**config.mk**
```make
export PLATFORM = sky130hd
export DESIGN_NAME = firmware_image_crc_verifier
export DESIGN_NICKNAME = d
export VERILOG_FILES = /design/src/rtl/core/fwcrc_pkg.sv /design/src/rtl/core/firmware_image_crc_verifier.sv /design/src/rtl/core/fwcrc_parser.sv /design/src/rtl/core/fwcrc_out_reg.sv
export SDC_FILE = /design/constraint.sdc
export NUM_CORES = 1
export LEC_CHECK = 0
export ABC_AREA = 1
export ABC_CLOCK_PERIOD_IN_PS = 6000
export BUFFER_PORTS_ARGS = -buffer_cell sky130_fd_sc_hd__buf_2
export CORE_MARGIN = 4
export CORE_UTILIZATION = 55
export DETAILED_ROUTE_END_ITERATION = 10
export PLACE_DENSITY = 0.83
export SLEW_MARGIN = 20
export SYNTH_ARGS = -nofsm -noshare
export SYNTH_HDL_FRONTEND = slang
export SYNTH_SLANG_ARGS = --single-unit
```
**constraint.sdc**
```tcl
create_clock -name clk -period 6 [get_ports clk]
set_input_delay 0.6 -clock clk [delete_from_list [all_inputs] [get_ports clk]]
set_output_delay 0.6 -clock clk [all_outputs]
set_load 0.05 [all_outputs]
```
**src/rtl/core/fwcrc_pkg.sv**
```systemverilog
// ----------------------------------------------------------------------------
// fwcrc_pkg
// shared types, phase codes, verdict codes and the crc-32 byte fold
// ----------------------------------------------------------------------------
`default_nettype none

package fwcrc_pkg;

    localparam logic [2:0] PH_HEADER = 3'd0;
    localparam logic [2:0] PH_TYPE   = 3'd1;
    localparam logic [2:0] PH_SIZE   = 3'd2;
    localparam logic [2:0] PH_DATA   = 3'd3;
    localparam logic [2:0] PH_CRC    = 3'd4;
    localparam logic [2:0] PH_DONE   = 3'd5;

    localparam logic [2:0] VERDICT_OK        = 3'd0;
    localparam logic [2:0] VERDICT_BAD_MAGIC = 3'd1;
    localparam logic [2:0] VERDICT_BAD_TYPE  = 3'd2;
    localparam logic [2:0] VERDICT_TOO_LARGE = 3'd3;
    localparam logic [2:0] VERDICT_BAD_CRC   = 3'd4;

    localparam logic [1:0] REG_MAGIC_LOW    = 2'd0;
    localparam logic [1:0] REG_MAGIC_HIGH   = 2'd1;
    localparam logic [1:0] REG_MAGIC_LENGTH = 2'd2;
    localparam logic [1:0] REG_IMAGE_SIZE   = 2'd3;

    localparam int          CFG_INDEX_W  = 8;
    localparam logic [31:0] CRC_POLY     = 32'hEDB8_8320;
    localparam logic [31:0] CRC_PRESET   = 32'hFFFF_FFFF;
    localparam logic [31:0] SIZE_MASK    = 32'hFFFF_FFFC;
    localparam logic [4:0]  HEADER_BYTES = 5'd16;

    typedef struct packed {
        logic [63:0] magic_low;
        logic [63:0] magic_high;
        logic [4:0]  magic_length;
        logic [31:0] image_size;
    } cfg_t;

    typedef struct packed {
        logic [2:0]  verdict;
        logic        truncated;
        logic [1:0]  failed_section;
        logic [31:0] computed_crc;
    } result_t;

    function automatic logic [31:0] crc_fold(input logic [31:0] crc, input logic [7:0] b);
        logic [31:0] c;
        c = crc ^ {24'd0, b};
        for (int k = 0; k < 8; k++)
        begin
            c = c[0] ? ((c >> 1) ^ CRC_POLY) : (c >> 1);
        end
        return c;
    endfunction

endpackage

`default_nettype wire

```
**src/rtl/core/firmware_image_crc_verifier.sv**
```systemverilog
// ----------------------------------------------------------------------------
// firmware_image_crc_verifier
// byte-stream firmware image checker with crc-32 and one verdict per image
// ----------------------------------------------------------------------------
// The block takes one image byte per clock and updates its parser state and
// running crc in the same cycle; each byte is one transaction. A byte that
// decides the image (or the tlast byte of an unfinished image) loads a
// single result register, so its verdict appears on the master side in the
// cycle after that byte's transaction. s_tready is low only while that
// register is full and m_tready is low, so with a free output side the
// block sustains one byte per cycle. Configuration writes are always
// taken and should be made between images. No clearing pass after reset.
`default_nettype none

module firmware_image_crc_verifier
    import fwcrc_pkg::*;
(
    input  wire logic                   clk,
    input  wire logic                   rst_n,
    input  wire logic                   cfg_valid,
    output logic                        cfg_ready,
    input  wire logic [CFG_INDEX_W-1:0] cfg_index,
    input  wire logic [63:0]            cfg_data,
    input  wire logic                   s_tvalid,
    output logic                        s_tready,
    input  wire logic [7:0]             s_tdata,   // data_byte[7:0]
    input  wire logic                   s_tlast,
    output logic                        m_tvalid,
    input  wire logic                   m_tready,
    output logic [39:0]                 m_tdata,   // verdict[2:0], failed_section[4:3],
                                                   // computed_crc[36:5], zero[39:37]
    output logic                        m_tuser    // truncated
);

    cfg_t    cfg_reg;
    logic    step;
    logic    res_valid;
    result_t res;
    logic    room;
    logic    out_valid;
    result_t out_data;

    assign cfg_ready = 1'b1;

    always_ff @(posedge clk or negedge rst_n)
    begin
        if (!rst_n)
        begin
            cfg_reg <= '0;
        end
        else if (cfg_valid && (cfg_index[CFG_INDEX_W-1:2] == '0))
        begin
            case (cfg_index[1:0])
                REG_MAGIC_LOW:    cfg_reg.magic_low    <= cfg_data;
                REG_MAGIC_HIGH:   cfg_reg.magic_high   <= cfg_data;
                REG_MAGIC_LENGTH: cfg_reg.magic_length <= cfg_data[4:0];
                REG_IMAGE_SIZE:   cfg_reg.image_size   <= cfg_data[31:0];
                default:
                begin
                end
            endcase
        end
    end

    assign s_tready = room;
    assign step     = s_tvalid && room;

    fwcrc_parser u_parser (
        .clk       (clk),
        .rst_n     (rst_n),
        .step      (step),
        .data_byte (s_tdata),
        .last_byte (s_tlast),
        .cfg       (cfg_reg),
        .res_valid (res_valid),
        .res       (res)
    );

    fwcrc_out_reg u_out (
        .clk       (clk),
        .rst_n     (rst_n),
        .load      (step && res_valid),
        .load_data (res),
        .take      (m_tready),
        .room      (room),
        .out_valid (out_valid),
        .out_data  (out_data)
    );

    assign m_tvalid = out_valid;
    assign m_tdata  = {3'd0, out_data.computed_crc, out_data.failed_section, out_data.verdict};
    assign m_tuser  = out_data.truncated;

endmodule

`default_nettype wire

```
**src/rtl/core/fwcrc_parser.sv**
```systemverilog
// ----------------------------------------------------------------------------
// fwcrc_parser
// image parser state, crc accumulation and verdict decision for one byte
// ----------------------------------------------------------------------------
`default_nettype none

module fwcrc_parser
    import fwcrc_pkg::*;
(
    input  wire logic       clk,
    input  wire logic       rst_n,
    input  wire logic       step,
    input  wire logic [7:0] data_byte,
    input  wire logic       last_byte,
    input  wire cfg_t       cfg,
    output logic            res_valid,
    output result_t         res
);

    logic [2:0]  phase_reg, phase_next;
    logic [31:0] count_reg, count_next;
    logic [1:0]  section_reg, section_next;
    logic [31:0] crc_reg, crc_next;
    logic [31:0] shift_reg, shift_next;
    logic [31:0] remain_reg, remain_next;
    logic        given_reg, given_next;

    always_comb
    begin
        logic [4:0]   mlen;
        logic [127:0] magic_all;
        logic [7:0]   magic_b;
        logic [31:0]  cnt_inc;
        logic [31:0]  shift_new;
        logic [31:0]  rounded;
        logic [31:0]  remain_cur;
        logic [31:0]  crc_new;
        logic         hit;
        logic [2:0]   v;
        logic [1:0]   sect;

        phase_next   = phase_reg;
        count_next   = count_reg;
        section_next = section_reg;
        crc_next     = crc_reg;
        shift_next   = shift_reg;
        remain_next  = remain_reg;
        given_next   = given_reg;
        hit          = 1'b0;
        v            = VERDICT_OK;
        sect         = 2'd0;

        mlen       = (cfg.magic_length > HEADER_BYTES) ? HEADER_BYTES : cfg.magic_length;
        magic_all  = {cfg.magic_high, cfg.magic_low};
        magic_b    = magic_all[{count_reg[3:0], 3'b000} +: 8];
        cnt_inc    = count_reg + 32'd1;
        shift_new  = shift_reg | ({24'd0, data_byte} << {count_reg[1:0], 3'b000});
        rounded    = (shift_new + 32'd3) & SIZE_MASK;
        remain_cur = remain_reg;
        crc_new    = crc_fold(crc_reg, data_byte);

        if (!given_reg)
        begin
            case (phase_reg)
                PH_HEADER:
                begin
                    if (count_reg == 32'd0)
                    begin
                        remain_next = cfg.image_size;
                    end
                    crc_next = crc_new;
                    if ((count_reg < {27'd0, mlen}) && (data_byte != magic_b))
                    begin
                        v   = VERDICT_BAD_MAGIC;
                        hit = 1'b1;
                    end
                    else if (cnt_inc >= {27'd0, HEADER_BYTES})
                    begin
                        phase_next = PH_TYPE;
                        count_next = 32'd0;
                        shift_next = 32'd0;
                    end
                    else
                    begin
                        count_next = cnt_inc;
                    end
                end
                PH_TYPE, PH_SIZE:
                begin
                    crc_next   = crc_new;
                    shift_next = shift_new;
                    count_next = cnt_inc;
                    if (cnt_inc >= 32'd4)
                    begin
                        if (phase_reg == PH_TYPE)
                        begin
                            if (shift_new != {30'd0, section_reg})
                            begin
                                v    = VERDICT_BAD_TYPE;
                                sect = section_reg;
                                hit  = 1'b1;
                            end
                            else
                            begin
                                phase_next = PH_SIZE;
                                count_next = 32'd0;
                                shift_next = 32'd0;
                            end
                        end
                        else if (remain_cur < rounded)
                        begin
                            v    = VERDICT_TOO_LARGE;
                            sect = section_reg;
                            hit  = 1'b1;
                        end
                        else
                        begin
                            remain_next = remain_cur - rounded;
                            shift_next  = 32'd0;
                            if (rounded == 32'd0)
                            begin
                                count_next = 32'd0;
                                if (section_reg == 2'd1)
                                begin
                                    section_next = 2'd2;
                                    phase_next   = PH_TYPE;
                                end
                                else
                                begin
                                    phase_next = PH_CRC;
                                end
                            end
                            else
                            begin
                                phase_next = PH_DATA;
                                count_next = rounded;
                            end
                        end
                    end
                end
                PH_DATA:
                begin
                    crc_next = crc_new;
                    if (count_reg <= 32'd1)
                    begin
                        count_next = 32'd0;
                        shift_next = 32'd0;
                        if (section_reg == 2'd1)
                        begin
                            section_next = 2'd2;
                            phase_next   = PH_TYPE;
                        end
                        else
                        begin
                            phase_next = PH_CRC;
                        end
                    end
                    else
                    begin
                        count_next = count_reg - 32'd1;
                    end
                end
                PH_CRC:
                begin
                    shift_next = shift_new;
                    count_next = cnt_inc;
                    if (cnt_inc >= 32'd4)
                    begin
                        v   = (shift_new == ~crc_reg) ? VERDICT_OK : VERDICT_BAD_CRC;
                        hit = 1'b1;
                    end
                end
                default:
                begin
                end
            endcase
        end

        res_valid          = 1'b0;
        res.verdict        = v;
        res.truncated      = 1'b0;
        res.failed_section = sect;
        res.computed_crc   = ~crc_next;

        if (hit)
        begin
            res_valid  = 1'b1;
            given_next = 1'b1;
            phase_next = PH_DONE;
        end
        else if (last_byte && !given_reg)
        begin
            res_valid          = 1'b1;
            res.verdict        = VERDICT_BAD_CRC;
            res.truncated      = 1'b1;
            res.failed_section = ((phase_next == PH_TYPE) || (phase_next == PH_SIZE) ||
                                  (phase_next == PH_DATA)) ? section_next : 2'd0;
        end

        if (last_byte)
        begin
            phase_next   = PH_HEADER;
            count_next   = 32'd0;
            section_next = 2'd1;
            crc_next     = CRC_PRESET;
            shift_next   = 32'd0;
            remain_next  = 32'd0;
            given_next   = 1'b0;
        end
    end

    always_ff @(posedge clk or negedge rst_n)
    begin
        if (!rst_n)
        begin
            phase_reg   <= PH_HEADER;
            count_reg   <= 32'd0;
            section_reg <= 2'd1;
            crc_reg     <= CRC_PRESET;
            shift_reg   <= 32'd0;
            remain_reg  <= 32'd0;
            given_reg   <= 1'b0;
        end
        else if (step)
        begin
            phase_reg   <= phase_next;
            count_reg   <= count_next;
            section_reg <= section_next;
            crc_reg     <= crc_next;
            shift_reg   <= shift_next;
            remain_reg  <= remain_next;
            given_reg   <= given_next;
        end
    end

endmodule

`default_nettype wire

```
**src/rtl/core/fwcrc_out_reg.sv**
```systemverilog
// ----------------------------------------------------------------------------
// fwcrc_out_reg
// result register holding one verdict until the downstream side takes it
// ----------------------------------------------------------------------------
`default_nettype none

module fwcrc_out_reg
    import fwcrc_pkg::*;
(
    input  wire logic    clk,
    input  wire logic    rst_n,
    input  wire logic    load,
    input  wire result_t load_data,
    input  wire logic    take,
    output logic         room,
    output logic         out_valid,
    output result_t      out_data
);

    logic    valid_reg, valid_next;
    result_t data_reg;

    assign room       = !valid_reg || take;
    assign valid_next = load ? 1'b1 : (take ? 1'b0 : valid_reg);
    assign out_valid  = valid_reg;
    assign out_data   = data_reg;

    always_ff @(posedge clk or negedge rst_n)
    begin
        if (!rst_n)
        begin
            valid_reg <= 1'b0;
        end
        else
        begin
            valid_reg <= valid_next;
        end
    end

    always_ff @(posedge clk)
    begin
        if (load)
        begin
            data_reg <= load_data;
        end
    end

endmodule

`default_nettype wire

```
==> results of run 1 <==
## routing by layer
| metal | track usage [%] | share of wire [%] |
|---|---|---|
| met5 | 0 | 0 |
| met4 | 15.6 | 5.0 |
| met3 | 6.05 | 9.2 |
| met1 | 46.4 | 41 |
| met2 | 54.0 | 45 |
## cells in the final DEF (no fill, tap or decap), drive strengths merged, types with 2 or more instances in the layout
cell / n
a211oi: 2
a21boi: 2
a21o: 3
a21oi: 85
a221oi: 4
a22oi: 12
a31oi: 6
and3: 2
buf: 182
bufinv: 6
clkbuf: 44
clkinv: 12
clkinvlp: 6
conb: 4
dfrtp: 263
dfstp: 33
edfxtp: 38
ha: 37
inv: 323
nand2: 657
nand3: 127
nand3b: 8
nand4: 79
nor2: 252
nor3: 47
nor4: 22
o2111ai: 2
o211ai: 26
o21ai: 447
o21bai: 8
o221ai: 12
o22ai: 47
o31ai: 13
or2: 13
or3: 2
xnor2: 43
xor2: 122
## power by group through the flow
stage	combinational (mW)	sequential [mW]	clock, mW
after floorplan	6.14	3.67	0
after global placement	8.78	3.36	0
after detailed placement	8.85	3.36	0
after CTS	8.93	3.33	2.54
after global routing	9.96	3.38	2.64
final	9.18	3.35	2.52
## area by class of cell
| cell class | count | area share [%] |
|---|---|---|
| inverters | 322 | 5.02 |
| multi-input cells | 2093 | 46.5 |
| clock buffers | 44 | 4.16 |
| clock inverters | 25 | 1.37 |
| diodes | 1 | 0.0104 |
| repair buffers | 182 | 4.71 |
| well taps | 518 | 2.68 |
| flip-flops and latches | 334 | 35.6 |
## logic make-up after synthesis
group	after synthesis
XOR/XNOR	165
buffers and inverters	471
AO/OA/AOI/OAI	673
flip-flops	334
multiplexers	1
other	2
adder cells (fa/ha/maj)	38
AND/OR/NAND/NOR	1212
## worst max path at each step
stage	startpoint	to	slack, ns	cells after the start
2_1_floorplan	s_tdata[4]	u_out.out_data[0]	0.13	24
4_1_cts	u_parser.count_reg[0]	u_out.out_data[36]	0.44	24
5_1_grt	u_parser.count_reg[0]	u_out.out_data[13]	0.22	25
3_3_place_gp	s_tdata[0]	u_out.out_data[3]	0.64	21
6_report	u_parser.count_reg[0]	u_out.out_data[20]	0.67	25
3_5_place_dp	s_tdata[4]	u_out.out_data[5]	0.44	24
## worst register-to-register path: cells and delay by family (launching register included)
family                   cells  cell delay (ns)
adder cells (fa/ha/maj)      1             0.35
AO/OA/AOI/OAI                4             1.24
buffers and inverters        7             1.02
flip-flops                   1             0.48
AND/OR/NAND/NOR             13             1.92
## per-stage QoR
| step | cell area (um^2) | power [mW] | util (%) |
|---|---|---|---|
| 3_3_place_gp | 22700 | 12.1 | 58.4 |
| 6_report | 24100 | 15.0 | 62.0 |
| 2_1_floorplan | 21800 | 9.81 | - |
| 3_5_place_dp | 22700 | 12.2 | 58.4 |
| 4_1_cts | 24100 | 14.8 | 61.8 |
| 5_1_grt | 24100 | 16.0 | 62.0 |
==> flow_summary_export.csv, run 1 <==
group,metric,value,unit
sta,finalCriticalPeriod,5.33,ns
power_and_ir_drop,swShare,52.3,%
min_path,hp-class,"in -> async",
synth,synthSimpleGateAreaFrac,25.0,%
sta,tightest_slew,1.08,ns
synth,yosys.area.top_type_share,30.2,%
route,drc_errors,0,
synth,async_flop_share,88.6,%
synth,yosysMostFrequentCell,"nand2_1",
place,dpl.hpwl,55800,um
setup_path,slowest_stage,"dfrtp_2",
synth,yosys-top-cells-count,"615 x nand2_1, 383 x o21ai_0, 305 x inv_1, 263 x dfrtp_1, 234 x nor2_1",
global_routing,grt_max_degree,163,
sta,timing.final.hold_violations,0,
setup_path,path_class,"reg -> reg",
synth,synthMuxAreaShare,0.0459,%
die,die_x,207,um
setup_path,crit_path_frequent_cell,"inv_1",
route,num_vias,21100,
synth,synth_top_family_by_area,"simple AND/OR/NAND/NOR gates",
power_and_ir_drop,ir_drop,364,uV
clocking,clock_sinks,334,
sta,slew_headroom,27.6,%
setup_path,crit_buf_inv,7,
setup_path,rr_startpoint,"u_parser.count_reg[0]",
setup_path,crit_required,6.27,ns
die,die-area,42900,um^2
setup_path,worstPathArrival,5.59,ns
place,port_buffers,125,
run_status,status,"completed",
die,dieHeight,207,um
clocking,cts_tree,"yes",
sta,finalHoldWorstSlack,0.0172,ns
setup_path,critical_path.top_delay_family,"simple AND/OR/NAND/NOR gates",
global_routing,grt_pass1_wl,117000,um
global_routing,grt-ovfl-total,0,
route,drt_iter0_markers,2484,
finish,drive_gt1_share,13.7,%
sta,max_freq,0.188,GHz
synth,yosysWarningCount,0,
global_routing,track_usage,34.2,%
synth,syn-mean-instance-area,7.52,um^2
global_routing,antenna_found_initial,1,
die,initial_core_util,56.0,%
sta,rsz0062_at_grt,"false",
power_and_ir_drop,seqPwrFrac,22.2,%
power_and_ir_drop,p_int,7.18,mW
sta,finalSetupTns,0,ns
clocking,cts_root_buffer,"clkbuf_16",
clocking,cts-hold-fix-buffers,0,
synth,synthAdderAreaFrac,2.22,%
clocking,clk_latency,0.57,ns
synth,ys_dominant_reg_cell,"dfrtp_1",
power_and_ir_drop,powerDensity,623,nW/um^2
die,fp-row-count,72,
finish,multi_input_area,11200,um^2
route,antenna_left,0,
power_and_ir_drop,power_frac_clock,16.7,%
route,routedWlPerCell,21.6,um
route,drt-pass1-iter-count,6,
synth,yosysUniqueCellTypes,74,
sta,drv_slew,0,
setup_path,rr_worst_depth,25,
finish,area_delta_synth_final,10.8,%
setup_path,r2r_end,"u_out.out_data[20]",
synth,synth_top_cell_by_area,"dfrtp_1",
synth,synth_edf_count,38,
place,globalplace.congestion,1.02,
clocking,ctsLongestPathBuffers,3,
place,dp.cells,3446,
synth,syn_area,21800,um^2
sta,setup_viol,0,
clocking,post_cts_resized,0,
power_and_ir_drop,switching_power,7.87,mW
finish,final_cells,3519,
finish,final_nets,3095,
power_and_ir_drop,p_leak,11.6,nW
sta,fin_crit_sh,88.8,%
setup_path,cp-start-kind,"register",
route,vias_per_cell,6.00,
sta,clock_skew,0.0224,ns
die,io_pins,130,
place,dpl_worst_slack,0.442,ns
clocking,post_cts_buffers,0,
synth,synth_area_leaders,"dfrtp_1 30%, nand2_1 11%, o21ai_0 8.8%",
setup_path,crit_path_end_kind,"register",
setup_path,r2r_setup_slack,0.67,ns
finish,largest_reg_flops,163,
synth,synth_seq_cells,334,
finish,fillers,3517,
die,core_area,38900,um^2
synth,synthCells,2896,
clocking,h-tree-depth,2,
synth,yosys.area_share.xor_xnor,6.74,%
route,wl,76000,um
clocking,cts_buffers,38,
global_routing,grt_pass1_vias,20500,
setup_path,cp_max_fo,25,
sta,finalWorstSetupSlack,0.675,ns
synth,yosysSeqAreaShare,39.4,%
finish,seq_area,8590,um^2
synth,synth-compound-area-share,17.2,%
job,maxCapViolations,0,
power_and_ir_drop,combPwrFrac,61.0,%
setup_path,max_stage_delay,0.48,ns
clocking,cts.reportedPaths.clkPinSlew,0.07,ns
(Power assumes the default switching activity.)
==> run 2, diff against run 1 <==
Settings changed: BUFFER_PORTS_ARGS -buffer_cell sky130_fd_sc_hd__buf_2 to unset, DONT_BUFFER_PORTS set to 1, PLACE_DENSITY 0.83 to 0.8, SLEW_MARGIN 20 to unset.
==> flow_summary_export.csv, run 2 (synthesized netlist as in run 1, its figures left out) <==
group,metric,value,unit
sta,drv_slew,0,
die,io_pins,130,
global_routing,track_usage,33.7,%
route,wl,74300,um
setup_path,cp-start-kind,"register",
clocking,cts.reportedPaths.clkPinSlew,0.07,ns
setup_path,slowest_stage,"a21oi_2",
clocking,clock_sinks,334,
finish,seq_area,8590,um^2
setup_path,worstPathArrival,5.71,ns
setup_path,max_stage_delay,0.82,ns
setup_path,crit_path_end_kind,"register",
sta,finalWorstSetupSlack,0.458,ns
clocking,h-tree-depth,2,
place,globalplace.congestion,1.01,
sta,finalSetupTns,0,ns
global_routing,grt_pass1_vias,20000,
setup_path,critical_path.top_delay_family,"simple AND/OR/NAND/NOR gates",
setup_path,crit_chain,"buf_4 > nand3_1 > nand2_1 > nand2_1 > nor2_2 > nand2_1 > nor3_2 > xor2_1 > ha_1 > nand2_1 > nand2_1 > a21oi_1 > nor2_1 > a211oi_1 > nand3_4 > nand2_4 > nand3_2 > nand2_2 > nand2_2 > a21oi_2",
finish,drive_gt1_share,9.44,%
finish,final_area,23300,um^2
sta,slew_headroom,3.63,%
finish,fillers,3615,
clocking,post_cts_resized,0,
sta,fin_crit_sh,92.4,%
place,place_area,22000,um^2
sta,tightest_slew,1.45,ns
finish,mostFrequentLayoutCells,"614 x nand2_1, 383 x o21ai_0, 305 x inv_1",
die,initial_core_util,56.0,%
global_routing,antenna_found_initial,0,
route,drt_iter0_markers,2346,
route,antenna_left,0,
finish,multi_input_area,11200,um^2
place,dpl_worst_slack,0.378,ns
setup_path,cp_max_fo,55,
route,num_vias,20800,
finish,fin_util,60.0,%
place,port_buffers,0,
job,maxCapViolations,0,
sta,finalHoldWorstSlack,-0.250,ns
sta,setup_viol,0,
finish,final_common_cell,"nand2_1",
finish,area_delta_synth_final,7.10,%
route,vias_per_cell,6.15,
setup_path,crit_path_frequent_cell,"nand2_1",
route,routedWlPerCell,22.0,um
clocking,cts_tree,"yes",
clocking,cts_buffers,39,
power_and_ir_drop,ir_drop,279,uV
global_routing,grt_pass1_wl,116000,um
place,dpl.hpwl,53500,um
route,drt-pass1-iter-count,6,
setup_path,crit_required,6.17,ns
clocking,cts_root_buffer,"clkbuf_16",
route,drc_errors,0,
clocking,clk_latency,0.58,ns
global_routing,grt_max_degree,297,
die,dieHeight,207,um
sta,timing.final.hold_violations,144,
sta,clock_skew,0.0385,ns
global_routing,grt-ovfl-total,0,
clocking,ctsLongestPathBuffers,3,
finish,antenna_cells,0,
sta,rsz0062_at_grt,"false",
sta,max_freq,0.180,GHz
finish,largest_reg_flops,163,
die,die-area,42900,um^2
setup_path,path_class,"reg -> reg",
die,fp-row-count,72,
run_status,status,"finished with violations",
sta,finalCriticalPeriod,5.54,ns
die,die_x,207,um
finish,final_nets,2956,
die,core_area,38900,um^2
power_and_ir_drop,powerDensity,632,nW/um^2
min_path,hp-class,"in -> async",
run_status,violations,"negative hold slack",
setup_path,crit_buf_inv,1,
power_and_ir_drop,p_leak,11.0,nW
==> run 2: changes by cell type in the layout (fill, tap and decap cells not counted), moves of 2 or more <==
cell,change
clkinvlp_4,-3
buf_16,-3
clkinv_1,-2
buf_4,-12
buf_2,-124
clkbuf_1,+3
clkbuf_8,+3
==> run 2: cell type report <==
cell class	count	area share [%]
multi-input cells	2094	48.1
repair buffers	41	1.32
clock buffers	51	4.63
flip-flops and latches	334	36.8
inverters	322	5.20
well taps	518	2.78
clock inverters	19	1.17
==> run 2: worst paths after layout <==
path | start | to | slack, ns | cells past startpoint
max reg2reg | u_parser.count_reg[1] | u_out.out_data[8] | 0.46 | 20
min reg2reg | cfg_reg[92] | cfg_reg[92] | 0.48 | 2
max | u_parser.count_reg[1] | u_out.out_data[8] | 0.46 | 20
min | rst_n | u_parser.given_reg | -0.25 | 0
min in group clk | s_tlast | u_parser.remain_reg[28] | 0.19 | 3
max in group asynchronous | rst_n | u_parser.count_reg[1] | 5.08 | 0
==> run 2: worst reg2reg max path, cell delays in order, from the launching register on <==
cell      delay [ns]
dfrtp_2         0.36
buf_4           0.48
nand3_1         0.15
nand2_1         0.36
nand2_1         0.21
nor2_2          0.19
nand2_1         0.13
nor3_2          0.18
xor2_1          0.35
ha_1            0.37
nand2_1         0.10
nand2_1         0.07
a21oi_1         0.25
nor2_1          0.08
a211oi_1        0.41
nand3_4         0.16
nand2_4         0.13
nand3_2         0.11
nand2_2         0.11
nand2_2         0.13
a21oi_2         0.82
==> run 2: report_power, final <==
| group | switching [mW] | internal (mW) | leakage [nW] |
|---|---|---|---|
| logic | 5.80 | 2.57 | 5.99 |
| clock network | 1.03 | 1.51 | 0.656 |
| registers | 0.859 | 2.97 | 4.32 |
==> run 2: timing repair <==
| action | 4_1_cts | 5_1_grt |
|---|---|---|
| hold endpoints to repair | 296 | 296 |
| setup endpoints to repair | 0 | 39 |
| buffers inserted | 0 | 0 |
==> run 2: metrics by stage <==
stage / power [mW] / instances
after floorplan: 9.81 / 2898
after global placement: 11.9 / 3308
after detailed placement: 12.0 / 3308
after CTS: 14.5 / 3378
after global routing: 15.7 / 3379
final: 14.7 / 3379
==> run 2: routing by layer <==
metal	global-route usage (%)	vias up	wire, um
met5	0	-	0
met4	15.0	0	3760
met3	6.43	238	6630
met2	53.6	1057	34100
met1	45.1	9981	29900
li1	-	9500	-
